[config.mk]
export PLATFORM = sky130hd
export DESIGN_NAME = utf8_stream_validator_unit
export DESIGN_NICKNAME = d
export VERILOG_FILES = /design/src/sv/utf8v_pkg.sv /design/src/sv/utf8_stream_validator_unit.sv
export SDC_FILE = /design/constraint.sdc
export NUM_CORES = 1
export LEC_CHECK = 0
export BUFFER_PORTS_ARGS = -buffer_cell sky130_fd_sc_hd__buf_4
export CAP_MARGIN = 10
export CORE_MARGIN = 1.5
export CORE_UTILIZATION = 60
export CTS_BUF_LIST = sky130_fd_sc_hd__clkbuf_4
export CTS_CLUSTER_SIZE = 24
export DETAILED_ROUTE_END_ITERATION = 16
export PLACE_DENSITY_LB_ADDON = 0.25
export RECOVER_POWER = 50
export SYNTH_ARGS = -nofsm -noshare
export SYNTH_HDL_FRONTEND = slang
export SYNTH_SLANG_ARGS = --single-unit
[constraint.sdc]
create_clock -name i_clk -period 3.2 [get_ports i_clk]
set_clock_uncertainty 0.15 [all_clocks]
set_input_delay 0.64 -clock i_clk [delete_from_list [all_inputs] [get_ports i_clk]]
set_output_delay 0.64 -clock i_clk [all_outputs]
set_load 0.02 [all_outputs]
[src/sv/utf8v_pkg.sv]
// ============================================================================
// utf8v_pkg
// Shared widths and code point limits for the UTF-8 stream validator.
// ============================================================================
package utf8v_pkg;

    localparam int unsigned ByteW = 8;
    localparam int unsigned CpW   = 21;
    localparam int unsigned CntW  = 2;

    // Code point limits used when a multi-byte sequence completes
    localparam logic [CpW-1:0] CpMinTwo    = 21'h000080;
    localparam logic [CpW-1:0] CpMinThree  = 21'h000800;
    localparam logic [CpW-1:0] CpSurrLo    = 21'h00D800;
    localparam logic [CpW-1:0] CpSurrHi    = 21'h00DFFF;
    localparam logic [CpW-1:0] CpNoncharA  = 21'h00FFFE;
    localparam logic [CpW-1:0] CpNoncharB  = 21'h00FFFF;
    localparam logic [CpW-1:0] CpMinFour   = 21'h010000;
    localparam logic [CpW-1:0] CpMaxFour   = 21'h10FFFF;

    // Sequence lengths, counted in continuation bytes
    localparam logic [CntW-1:0] SeqNone  = 2'd0;
    localparam logic [CntW-1:0] SeqTwo   = 2'd1;
    localparam logic [CntW-1:0] SeqThree = 2'd2;
    localparam logic [CntW-1:0] SeqFour  = 2'd3;

    // True if a completed sequence decodes to an allowed code point
    function automatic logic code_ok(input logic [CntW-1:0] len,
                                     input logic [CpW-1:0]  cp);
        logic ok;
        begin
            case (len)
                SeqTwo: begin
                    ok = (cp >= CpMinTwo);
                end
                SeqThree: begin
                    ok = (cp >= CpMinThree)
                        && !((cp >= CpSurrLo) && (cp <= CpSurrHi))
                        && (cp != CpNoncharA) && (cp != CpNoncharB);
                end
                default: begin
                    ok = (cp >= CpMinFour) && (cp <= CpMaxFour);
                end
            endcase
            return ok;
        end
    endfunction

endpackage

[src/sv/utf8_stream_validator_unit.sv]
// ============================================================================
// utf8_stream_validator_unit
// Streaming UTF-8 checker: one byte per transaction, one verdict per string.
// ============================================================================
// Usage:
//   Input channel (i_in_valid / o_in_stall) carries one byte of a string per
//   transaction, with i_last_byte set on the final byte. Output channel
//   (o_out_valid / i_out_stall) carries exactly one verdict per string,
//   o_is_valid = 1 for well-formed UTF-8, produced by the final byte.
//   Bytes that are not final produce no output transaction.
//   Pipeline: input register -> checker logic -> verdict register.
//   The verdict register loads as the final byte leaves the input register.
//   Throughput: one byte per cycle while no final byte waits on a stalled
//   verdict, set by the combinational decode between the two registers.
//   A zero byte at a lead position ends the string as valid; later bytes up
//   to the final one are skipped. After the first fault the rest of the
//   string is skipped and the verdict is 0. A sequence cut short by the
//   final byte is invalid.
//   Reset (synchronous, active low) empties both registers and clears the
//   decode state, so the next byte starts a new string.
//   Output stall: the verdict holds in its register; non-final bytes keep
//   flowing. A final byte waits in the input register only while a previous
//   verdict is still stalled, and then o_in_stall is raised.
// ============================================================================
module utf8_stream_validator_unit (
    input  logic                            i_clk,
    input  logic                            i_rst_n,
    input  logic                            i_in_valid,
    output logic                            o_in_stall,
    input  logic [utf8v_pkg::ByteW-1:0]     i_byte_value,
    input  logic                            i_last_byte,
    output logic                            o_out_valid,
    input  logic                            i_out_stall,
    output logic                            o_is_valid
);

    // ------------------------------------------------------------------
    // Registers
    // ------------------------------------------------------------------
    // input stage
    logic                               r_in_valid;
    logic [utf8v_pkg::ByteW-1:0]        r_byte;
    logic                               r_last;
    // decode state for the string in progress
    logic [utf8v_pkg::CntW-1:0]         r_pend;     // continuation bytes still due
    logic [utf8v_pkg::CntW-1:0]         r_seq;      // length of current sequence
    logic [utf8v_pkg::CpW-1:0]          r_acc;      // code point bits so far
    logic                               r_fault;
    logic                               r_term;
    // verdict stage
    logic                               r_out_valid;
    logic                               r_is_valid;

    logic [utf8v_pkg::CntW-1:0]         n_pend;
    logic [utf8v_pkg::CntW-1:0]         n_seq;
    logic [utf8v_pkg::CpW-1:0]          n_acc;
    logic                               n_fault;
    logic                               n_term;
    logic                               n_verdict;

    logic                               out_free;   // verdict register can load
    logic                               s1_fire;    // input stage item processed
    logic                               in_take;    // input transaction accepted
    logic [utf8v_pkg::CpW-1:0]          cont_acc;   // accumulator after this byte

    // ------------------------------------------------------------------
    // Handshake
    // ------------------------------------------------------------------
    // Only a final byte needs room in the verdict register.
    assign out_free   = !r_out_valid || !i_out_stall;
    assign s1_fire    = r_in_valid && (!r_last || out_free);
    assign o_in_stall = r_in_valid && !s1_fire;
    assign in_take    = i_in_valid && !o_in_stall;

    assign o_out_valid = r_out_valid;
    assign o_is_valid  = r_is_valid;

    assign cont_acc = {r_acc[utf8v_pkg::CpW-7:0], r_byte[5:0]};

    // ------------------------------------------------------------------
    // Per-byte decode
    // ------------------------------------------------------------------
    always_comb begin
        n_pend  = r_pend;
        n_seq   = r_seq;
        n_acc   = r_acc;
        n_fault = r_fault;
        n_term  = r_term;

        if (!r_fault && !r_term) begin
            if (r_pend != utf8v_pkg::SeqNone) begin
                // continuation position: must be 10xxxxxx
                if (r_byte[7:6] != 2'b10) begin
                    n_fault = 1'b1;
                end else begin
                    n_pend = r_pend - 2'd1;
                    n_acc  = cont_acc;
                    if (r_pend == 2'd1) begin
                        if (!utf8v_pkg::code_ok(r_seq, cont_acc)) begin
                            n_fault = 1'b1;
                        end
                        n_seq = utf8v_pkg::SeqNone;
                        n_acc = '0;
                    end
                end
            end else if (r_byte == '0) begin
                n_term = 1'b1;
            end else if (!r_byte[7]) begin
                // plain ASCII, nothing to track
            end else if ((r_byte[7:6] == 2'b10) || (r_byte[7:3] == 5'b11111)) begin
                n_fault = 1'b1;
            end else if (r_byte[7:5] == 3'b110) begin
                n_seq  = utf8v_pkg::SeqTwo;
                n_pend = utf8v_pkg::SeqTwo;
                n_acc  = {{(utf8v_pkg::CpW-5){1'b0}}, r_byte[4:0]};
            end else if (r_byte[7:4] == 4'b1110) begin
                n_seq  = utf8v_pkg::SeqThree;
                n_pend = utf8v_pkg::SeqThree;
                n_acc  = {{(utf8v_pkg::CpW-4){1'b0}}, r_byte[3:0]};
            end else begin
                n_seq  = utf8v_pkg::SeqFour;
                n_pend = utf8v_pkg::SeqFour;
                n_acc  = {{(utf8v_pkg::CpW-3){1'b0}}, r_byte[2:0]};
            end
        end

        // fault wins over terminator; otherwise no sequence may be left open
        n_verdict = !n_fault && (n_term || (n_pend == utf8v_pkg::SeqNone));
    end

    // ------------------------------------------------------------------
    // Sequential
    // ------------------------------------------------------------------
    always_ff @(posedge i_clk) begin
        if (!i_rst_n) begin
            r_in_valid  <= 1'b0;
            r_pend      <= utf8v_pkg::SeqNone;
            r_seq       <= utf8v_pkg::SeqNone;
            r_acc       <= '0;
            r_fault     <= 1'b0;
            r_term      <= 1'b0;
            r_out_valid <= 1'b0;
        end else begin
            // input register
            if (in_take) begin
                r_in_valid <= 1'b1;
            end else if (s1_fire) begin
                r_in_valid <= 1'b0;
            end

            // decode state; a final byte clears it for the next string
            if (s1_fire) begin
                if (r_last) begin
                    r_pend  <= utf8v_pkg::SeqNone;
                    r_seq   <= utf8v_pkg::SeqNone;
                    r_acc   <= '0;
                    r_fault <= 1'b0;
                    r_term  <= 1'b0;
                end else begin
                    r_pend  <= n_pend;
                    r_seq   <= n_seq;
                    r_acc   <= n_acc;
                    r_fault <= n_fault;
                    r_term  <= n_term;
                end
            end

            // verdict register
            if (s1_fire && r_last) begin
                r_out_valid <= 1'b1;
            end else if (!i_out_stall) begin
                r_out_valid <= 1'b0;
            end
        end
    end

    // payload registers, no reset
    always_ff @(posedge i_clk) begin
        if (in_take) begin
            r_byte <= i_byte_value;
            r_last <= i_last_byte;
        end
        if (s1_fire && r_last) begin
            r_is_valid <= n_verdict;
        end
    end

    // ------------------------------------------------------------------
    // Assertions
    // ------------------------------------------------------------------
    a_pend_le_seq : assert property (@(posedge i_clk) disable iff (!i_rst_n)
        r_pend <= r_seq)
        else $error("pending count exceeds sequence length");

    a_seq_idle_match : assert property (@(posedge i_clk) disable iff (!i_rst_n)
        (r_seq == utf8v_pkg::SeqNone) == (r_pend == utf8v_pkg::SeqNone))
        else $error("sequence length and pending count disagree");

    a_fault_term_excl : assert property (@(posedge i_clk) disable iff (!i_rst_n)
        !(r_fault && r_term))
        else $error("fault and terminator both set");

    a_clear_after_last : assert property (@(posedge i_clk) disable iff (!i_rst_n)
        (s1_fire && r_last) |=> (r_pend == utf8v_pkg::SeqNone) && !r_fault && !r_term
                                && r_out_valid)
        else $error("state not cleared or verdict missing after final byte");

    a_nonlast_no_verdict : assert property (@(posedge i_clk) disable iff (!i_rst_n)
        (s1_fire && !r_last && !r_out_valid) |=> !r_out_valid)
        else $error("verdict produced by a non-final byte");

endmodule
# After elaboration in Yosys (flattened, before gate mapping)
# Index checks and enable logic that the tools add are counted.
word_totals:
  register_bits: 33
  inputBits: 13
  output_inout_bits: 3
  word_cells: 113
classes:
  addsub: 1
  n_lt_le_gt_ge: 6
  eq_ne: 15
  mux: 49
  n_reduce_logical: 32
ops:
  columns: ["operator", "count"]
  rows:
  - ["15-bit two-way mux", 8]
  - ["21-bit by 16-bit != test with 1-bit output (second input constant)", 2]
  - ["2-bit two-way mux", 16]
  - ["1-bit two-way mux", 22]
  - ["21-bit by 12-bit >= comparator with 1-bit output (second input constant)", 1]
  - ["21-bit by 16-bit >= comparator with 1-bit output (second input constant)", 1]
  - ["21-bit by 17-bit >= comparator with 1-bit output (second input constant)", 1]
  - ["21-bit by 8-bit >= comparator with 1-bit output (second input constant)", 1]
  - ["21-bit by 16-bit less-or-equal comparator with 1-bit output (second input constant)", 1]
  - ["21-bit less-or-equal comparator (second input constant)", 1]
  - ["1-bit logical AND", 11]
  - ["1-bit zero test", 9]
  - ["3-bit != test (second input constant)", 3]
  - ["8-bit zero test", 1]
  - ["7-bit AND reduction", 1]
  - ["6-bit AND reduction", 1]
  - ["2-bit nonzero test", 3]
  - ["5-bit == test (second input constant)", 1]
  - ["5-bit two-way mux", 1]
  - ["2-bit by 1-bit == test with 1-bit output (second input constant)", 2]
  - ["2-bit == test (second input constant)", 2]
  - ["4-bit == test (second input constant)", 1]
  - ["1-bit logical OR", 4]
  - ["4-bit two-way mux", 1]
  - ["8 further kinds", 8]

# Longest topological paths before layout
# Gate-level depths: netlist of the first run.
depth:
  ltp_word: 18
  ltp_mapped: 9
  ltp_nobuf: 7

# Least setup slack after synthesis of the first run
# No wires, ideal clock.
synth_timing:
  kind: "flip-flop to flip-flop"
  from: "register r_pend[0] (netlist bit)"
  to: "register r_is_valid, in the netlist o_is_valid (data pin)"
  setup_time_ns: 0.255
  arrival_ns: 1.791
  required_time_ns: 2.795
  path_slack_ns: 1.003
  path_stages_with_launch: 9
  n_path_buf: 1
  period_less_slack_ns: 2.197
  cell_sequence: "dfxtp_1 > inv_1 > ha_1 > buf_6 > nor3b_1 > a311o_1 > a31o_1 > a211o_1 > and3b_1"
synth_via:
  elab_chain_cells: 8
  word_cells_on_any_way: 19
  cone_classes: "1 x add/sub; 1 x eq/ne; 12 x mux; 5 x reduce/logical"
synth_rtl:
  columns: ["element", "line_no", "text"]
  rows:
  - ["start, declared", "utf8_stream_validator_unit.sv:45", "logic [utf8v_pkg::CntW-1:0] r_pend;"]
  - ["start signal, assigned", "utf8_stream_validator_unit.sv:137", "r_pend <= utf8v_pkg::SeqNone;"]
  - ["start signal, assigned", "utf8_stream_validator_unit.sv:154", "r_pend <= utf8v_pkg::SeqNone;"]
  - ["start signal, assigned", "utf8_stream_validator_unit.sv:160", "r_pend <= n_pend;"]
  - ["parallel branches: the longest is 7 deep, another holds 2-bit by 1-bit subtractor with 2-bit output", null, null]
  - ["1-bit logical AND *", "utf8_stream_validator_unit.sv:128", "n_verdict = !n_fault && (n_term || (n_pend == utf8v_pkg::SeqNone));"]
  - ["named net n_verdict", "utf8_stream_validator_unit.sv:59", "logic n_verdict;"]
  - ["end signal, assigned", "utf8_stream_validator_unit.sv:184", "r_is_valid <= n_verdict;"]
  - ["end, declared", "utf8_stream_validator_unit.sv:52", "logic r_is_valid;"]
# Mark *: on every way through the listed nets, which the timed path passes.
# A chain may end at the register's enable or synchronous reset.

# Worst setup path in the final report of the first run
# Same ends and word-level chain as after synthesis.

==> results.md, run 1 <==
- Delay-heaviest family, CP: simple AND/OR/NAND/NOR gates
- Leak: 0.614 nW
- Largest net degree at the start of global routing: 25
- Final Power: 762 uW
- Crit path buf inv count: 1
- Primary FF master, synth: dfxtp_1
- TritonCTS clock tree: built
- WS Path Type: reg -> reg
- First-pass GRT wire length: 5980 um
- Die width: 55.5 um
- GP Congestion: between 0.9 and 1
- Final period util: about 74%
- RSZ-0062 raised after global routing: false
- CP Capture Type: flop
- Cts hold-fix bufs: 0
- Peak Freq: 421 MHz
- Initial antenna violation count: 0
- Status: completed
- Distinct cells, synth: 52
- Area grow syn2layout: 9.54%
- Asr flop ratio synth: 0%
- Worst vdd ir: roughly 430 uV
- Cell Rows: 18
- Area of the core: ~0.0025 mm^2
- CP required: between 3 and 4 ns
- Vias in the first global route: around 1.3k
- Pwr dens: 421 mW/mm^2
- Post-synth top area cell: dfxtp_1
- Final WL: 3590 um
- Actual slew at the worst max-slew pin: 0.688 ns
- Slowest-stage cell, CP: or3b_1
- Top cell type's share of synthesized area: 27.9%
- Final setup TNS: 0 ns
- Worst hold stages: 2
- Post-synth EDFFs: 10
- Antenna cells: 0
- Synth Instances: 178
- Die area: 0.00308 mm^2
- DRT antenna net count: 0
- Final nets: 209
- WL per Instance: 16.1 um
- Total number of vias: 1,409
- Initial Utilization: 64.9%
- Clock-pin slew on the worst setup and hold paths: 0.10 ns
- Hold Violations, Final: 0
- H-Tree Depth: 2
- Total grt overflow: 0
- Final setup viols: 0
- Commonest non-fill, non-tap cells in the layout: nand2_1 (23), dfxtp_1 (23), nand3_1 (17), clkbuf_4 (15), a21boi_0 (12)
- Hold WC Path Type: reg -> reg
- Root buffer cell: clkbuf_4
- Register area share after synthesis: 46.0%
- Tmin final: 2.38 ns
- IO Pins: 16
- Synth Cell Area: 0.00165 mm^2
- Max-slew headroom: 54.0%
- Syn Nets: 195
- Post-cts resize count: 0
- Crit path DAT: 2.33 ns
- Via/cell ratio: 6.32
- CP Cell Sequence: inv_1, ha_1, or3b_1, or3_1, o221ai_1, o21ai_0, and3b_1
- Clock latency on the worst-skew pair: 0.34 ns
- CTS Buf Count: 5
- Synth warn: 0
- Post-CTS Setup Bufs: 0
- DRT Pass-1 Iters: 5
- Crit-path max FO: 13
- Max incr delay on CP: 0.44 ns
- Reg2reg path depth: 7
- CTS sink cnt: 33
- CP Launch Type: flop
- Number of buffers inserted by port buffering: 15
- HPWL after DPL: 2550 um
- Instance count on the critical path: 7
- DIE HEIGHT: between 50 and 60 um
- Max-Cap Viols: 0
- Overall Global Routing Usage: ~25%
- Largest cells by area after synthesis: dfxtp_1 (28%), edfxtp_1 (18%), a21boi_0 (5.5%), nand2_1 (5.2%), nand3_1 (5.1%)
- # DRC: 0
- Maximum root-to-sink buffer count: 2
- 1st-iter DRT viols: between 90 and 100
- Layout cells sized above 1: 13.0%
- Final Slew Violations: 0
- Syn avg cell area: 9.29 um^2
- Post-synthesis register bit count: 33
-- per-stage QoR --
step	instances	cell area (um^2)	hold slack [ns]	setup WS, ns	util (%)
2_1_floorplan	178	1650	0.291	1.00	-
3_3_place_gp	215	1760	0.302	0.950	69.2
3_5_place_dp	215	1760	0.326	0.859	69.2
4_1_cts	223	1820	0.301	0.843	71.4
5_1_grt	223	1810	0.315	0.669	71.1
6_report	223	1810	0.335	0.822	71.1
-- sequential cells by signal, indices dropped and copies added, names as in the netlist, 2 cells and up --
signal	cells
r_acc	15
r_byte	8
r_pend	2
r_seq	2
-- layout make-up --
cell class                      instances  area (um^2)
Inverter                                6         22.5
Tap cell                               30         37.5
Clock buffer                            6         45.0
Fill cell                             203          734
Timing Repair Buffer                   16          113
Sequential cell                        33          761
Clock inverter                          2         11.3
Multi-Input combinational cell        130          821
-- cell usage after synthesis (4+ instances only) --
master	number
a21boi_0	12
a21boi_1	4
clkbuf_1	4
dfxtp_1	23
edfxtp_1	10
ha_1	4
inv_1	6
nand2_1	23
nand3_1	17
nand4_1	6
nor2_1	7
nor2b_1	7
nor4_1	4
-- power by group --
part           switching (mW)  total (mW)  internal, mW
registers              0.0151       0.459         0.444
clock network           0.138       0.230        0.0919
logic                  0.0400      0.0733        0.0333
-- path summary, 6_finish.rpt --
kind	start	to	slack, ns
min reg2reg	r_acc[13]	r_acc[13]	0.33
max reg2reg	r_pend[0]	o_is_valid	0.82
min	r_acc[13]	r_acc[13]	0.33
max	r_pend[0]	o_is_valid	0.82
-- worst reg2reg max path: stages (launching register included) --
cell	delay (ns)
dfxtp_1	0.41
inv_1	0.06
ha_1	0.33
or3b_1	0.44
or3_1	0.33
o221ai_1	0.12
o21ai_0	0.14
and3b_1	0.17
-- metal layers --
layer | vias to the layer above | global-route usage, % | wire, um
met4 | 0 | 13.6 | 114
met1 | 638 | 33.8 | 1570
li1 | 679 | - | -
met2 | 74 | 36.7 | 1620
met3 | 18 | 7.96 | 289
met5 | - | 0 | 0
-- logic make-up after synthesis --
group | synth area share [%]
AOI/OAI and AO/OA | 17.5
muxes | 1.21
and+or+nand+nor | 26.9
adders and majority gates | 3.03
buffers and inverters | 4.31
DFF | 46.0
xor gates and xnor gates | 1.06
Power figures use the tool's default switching activity.
==> run 2, diff against run 1 <==
Clock period 3.2 ns to 2.41 ns, I/O delays scaled along.
==> results.md, run 2 (synthesized netlist as in run 1, its figures left out) <==
- DIE HEIGHT: 55.5 um
- Largest net degree at the start of global routing: 25
- Largest registers: r_acc x15, r_byte x8
- DRT Pass-1 Iters: 4
- IO Pins: 16
- RSZ-0062 raised after global routing: false
- TritonCTS clock tree: built
- Hold EP: r_byte[3]
- Cts hold-fix bufs: 0
- Final Slew Violations: 0
- Largest register FFs: 15
- Pwr dens: 600 mW/mm^2
- Area grow syn2layout: 12.3%
- Reg2Reg Setup Slack: 0.11 ns
- Final worst slack: 0.114 ns
- Clock latency on the worst-skew pair: 0.33 ns
- Via/cell ratio: about 6.4
- Final setup viols: 0
- Die area: 0.00308 mm^2
- Reg with most FFs: r_acc
- Initial antenna violation count: 0
- Die width: 55.5 um
- 1st-iter DRT viols: 56
- Worst setup startpoint: r_pend[1]
- Max-Cap Viols: 0
- HPWL after DPL: roughly 2600 um
- Clock-pin slew on the worst setup and hold paths: ~0.09 ns
- Antenna cells: 0
- CP Capture Type: flop
- Root buffer cell: clkbuf_4
- First-pass GRT wire length: around 6000 um
- Final setup TNS: 0 ns
- Post-DP Area: 0.00178 mm^2
- Final nets: 212
- Worst r2r src: r_pend[1]
- Total grt overflow: 0
- Number of buffers inserted by port buffering: 15
- Vias in the first global route: between 1k and 1.5k
- Initial Utilization: 64.9%
- WS Path Type: reg -> reg
- Max-slew headroom: between 40% and 50%
- CTS Buf Count: 5
- DP Worst Slack: approximately 0.16 ns
- Reg2Reg Capture Point: o_is_valid
- Commonest non-fill, non-tap cells in the layout: nand2_1 (23), dfxtp_1 (22), nand3_1 (17), clkbuf_4 (15), a21boi_0 (12)
- CTS sink cnt: 33
- Overall Global Routing Usage: about 25%
- Worst vdd ir: around 600 uV
- Status: completed
- Actual slew at the worst max-slew pin: 0.761 ns
- Crit path DAT: roughly 2.2 ns
- Maximum root-to-sink buffer count: 2
- Final period util: 95.3%
- Hold Violations, Final: 0
- Design Area, Final: 0.00186 mm^2
- Cell Rows: 18
- Placed cells: ~220
- Leak: 0.642 nW
- Peak Freq: approximately 440 MHz
- # DRC: 0
- Final WL: 3620 um
- Reg2reg path depth: 7
- Worst hold stages: 1
- Post-CTS Setup Bufs: 0
- Commonest non-fill, non-tap cell in the layout: nand2_1
- Area of the core: between 0.002 and 0.003 mm^2
- Post-cts resize count: 0
- Total number of vias: around 1.4k
- Hold path startpoint: i_byte_value[3]
- H-Tree Depth: 2
- CP required: 2.35 ns
- Crit-path max FO: 8
- Layout cells sized above 1: 14.8%
- DRT antenna net count: 0
- Tmin final: 2.30 ns
- Post-route insts no fill: 226
- CP Launch Type: flop
- Hold WC Path Type: in -> reg
- WL per Instance: 16.0 um
- GP Congestion: 1.04
[run 2: changes by cell type in the layout (fill, tap and decap cells not counted)]
| cell | previous run | this run |
|---|---|---|
| clkinvlp_4 | 1 | 0 |
| bufinv_16 | 0 | 1 |
| dfxtp_1 | 23 | 22 |
| buf_4 | 5 | 8 |
| dfxtp_2 | 0 | 1 |
[run 2: per-stage QoR]
step / util [%] / power, mW / hold WS (ns)
4_1_cts: 73.2 / 1.12 / 0.163
2_1_floorplan: - / 0.684 / 0.291
3_3_place_gp: 70.1 / 0.717 / 0.303
3_5_place_dp: 70.1 / 0.722 / 0.314
6_report: 73.0 / 1.11 / 0.197
5_1_grt: 73.0 / 1.16 / 0.176
[run 2: layer usage]
| layer | vias up | GRT usage [%] | share of wire (%) |
|---|---|---|---|
| li1 | 692 | - | - |
| met1 | 683 | 32.7 | 43 |
| met2 | 56 | 38.3 | 47 |
| met3 | 12 | 6.56 | 6.6 |
| met4 | 0 | 12.5 | 2.7 |
| met5 | - | 0 | 0 |
[run 2: area by class of cell]
class	count	area [um^2]
Sequential cell	33	762
Clock buffer	6	45.0
Inverter	6	22.5
Timing Repair Buffer	19	135
Tap cell	30	37.5
Fill cell	202	688
Clock inverter	2	33.8
Multi-Input combinational cell	130	821
[run 2: worst max path at each step]
| stage | end | slack, ns | depth (start not counted) |
|---|---|---|---|
| 3_5_place_dp | o_is_valid | 0.16 | 7 |
| 6_report | o_is_valid | 0.11 | 7 |
| 3_3_place_gp | o_is_valid | 0.24 | 7 |
| 2_1_floorplan | o_is_valid | 0.21 | 8 |
| 4_1_cts | o_is_valid | 0.12 | 7 |
| 5_1_grt | o_is_valid | 0.003 | 7 |
[run 2: critical path: stages, from the launching register on]
cell,delay [ns]
dfxtp_1,0.39
inv_1,0.09
ha_1,0.27
or3b_1,0.43
or3_1,0.32
o221ai_1,0.10
o21ai_0,0.13
and3b_1,0.18
[run 2: where the power goes]
group          switching (mW)  internal, mW  total (mW)
Combinational          0.0536        0.0470       0.101
Clock                   0.177         0.227       0.404
Sequential             0.0198         0.589       0.609
==> run 3, diff against run 2 <==
Settings changed: REMOVE_ABC_BUFFERS set to 1.
==> results.md, run 3 (synthesized netlist as in run 1, its figures left out) <==
- Status: completed
- Final worst slack: 0.142 ns
- CTS sink cnt: 33
- Area grow syn2layout: 12.0%
- Int Power: 748 uW
- GP Congestion: 0.883
- First-pass GRT wire length: between 5000 and 6000 um
- Actual slew at the worst max-slew pin: 0.442 ns
- DRT Pass-1 Iters: 4
- CTS Buf Count: 5
- HPWL after DPL: 2530 um
- Antenna cells: 0
- Die area: approximately 0.0031 mm^2
- Maximum root-to-sink buffer count: 2
- Clock latency on the worst-skew pair: 0.34 ns
- Leak: ~0.64 nW
- Cell Rows: 18
- Max-slew headroom: 70.2%
- Area of the core: 0.00254 mm^2
- Final setup TNS: 0 ns
- Tmin final: 2.27 ns
- Clock power share: between 20 and 30%
- Commonest non-fill, non-tap cells in the layout: nand2_1 (23), dfxtp_1 (23), nand3_1 (17), clkbuf_4 (14), a21boi_0 (12)
- Die width: 55.5 um
- DIE HEIGHT: between 50 and 60 um
- Hold Violations, Final: 0
- Post-route core utilization: 72.7%
- Max-Cap Viols: 0
- Crit path DAT: about 2.2 ns
- WS Path Type: reg -> reg
- Post-CTS Setup Bufs: 0
- Final setup viols: 0
- Overall Global Routing Usage: 23.9%
- Largest net degree at the start of global routing: 25
- Filler instances: 198
- CP Capture Type: flop
- Multi-input logic area: 828 um^2
- Final Slew Violations: 0
- Seq pwr share: 60.0%
- Design Area, Final: 0.00185 mm^2
- Initial antenna violation count: 0
- Sw Ratio: 26.1%
- TritonCTS clock tree: built
- Crit-path max FO: 11
- Hold WC Path Type: in -> reg
- 1st-iter DRT viols: 57
- Largest register FFs: 15
- Final nets: 214
- Clock-pin slew on the worst setup and hold paths: around 0.1 ns
- CP required: around 2.4 ns
- Layout cells sized above 1: 16.2%
- Final Power: 1.01 mW
- Worst vdd ir: a little over 500 uV
- IO Pins: 16
- Post-DP Area: 0.00180 mm^2
- Number of buffers inserted by port buffering: 15
- Total number of vias: 1,359
- Final WL: 3410 um
- Largest registers: r_acc x15, r_byte x8
- Peak Freq: approximately 440 MHz
- Final period util: 94.1%
- H-Tree Depth: 2
- DP Worst Slack: 0.0987 ns
- CP Launch Type: flop
- Initial Utilization: 64.9%
- Vias in the first global route: 1,299
- RSZ-0062 raised after global routing: false
- Sw power: 265 uW
- Root buffer cell: clkbuf_4
- Reg with most FFs: r_acc
- Via/cell ratio: 5.96
- Pwr dens: 547 mW/mm^2
- WL per Instance: around 15 um
- Register area: 761 um^2
- Comb pwr share: between 10% and 20%
- Total grt overflow: 0
- # DRC: 0
- DRT antenna net count: 0
==> run 3: what timing repair did <==
item,4_1_cts,5_1_grt
hold buffers,0,0
endpoints found under the hold margin,0,0
setup endpoints to repair,0,3
gates resized for setup,0,2
==> run 3: area by class of cell <==
cell class / count / share of cell area, %
multi-input combinational: 130 / 44.8
clock inverter: 3 / 0.947
tap: 30 / 2.03
clock buffer: 5 / 2.03
timing repair buffer: 21 / 7.91
inverter: 6 / 1.22
sequential: 33 / 41.1
==> run 3: metrics by stage <==
| stage | cells | hold slack (ns) |
|---|---|---|
| after floorplan | 169 | 0.291 |
| after global placement | 220 | 0.300 |
| after detailed placement | 220 | 0.310 |
| after CTS | 228 | 0.155 |
| after global routing | 228 | 0.163 |
| final | 228 | 0.186 |
==> run 3: path summary, 6_finish.rpt <==
check,start,end,slack (ns),depth (start not counted)
setup / recovery,r_pend[0],o_is_valid,0.14,7
hold reg to reg,r_acc[11],r_acc[11],0.32,2
setup reg to reg,r_pend[0],o_is_valid,0.14,7
hold / removal,i_byte_value[2],r_byte[2],0.19,1
==> run 3: worst max-delay path, cell delays in order (launching register included) <==
cell and delay [ns]:
dfxtp_1 0.42, inv_1 0.07, ha_2 0.24, or3b_1 0.41
or3_1 0.33, o221ai_1 0.11, o21ai_0 0.13, and3b_1 0.17
==> run 3: routing by layer <==
metal	global-route usage, %	wire length (um)	vias to the layer above
met3	7.49	207	8
met1	31.4	1550	610
li1	-	-	691
met5	0	0	-
met2	36.9	1590	50
met4	9.06	63	0
==> run 3: power by group through the flow <==
| stage | registers [mW] | clock network (mW) | logic [mW] |
|---|---|---|---|
| floorplan | 0.617 | 0 | 0.0598 |
| global placement | 0.619 | 0 | 0.101 |
| detailed placement | 0.619 | 0 | 0.104 |
| CTS | 0.607 | 0.306 | 0.105 |
| global route | 0.609 | 0.330 | 0.114 |
| finish | 0.607 | 0.302 | 0.104 |
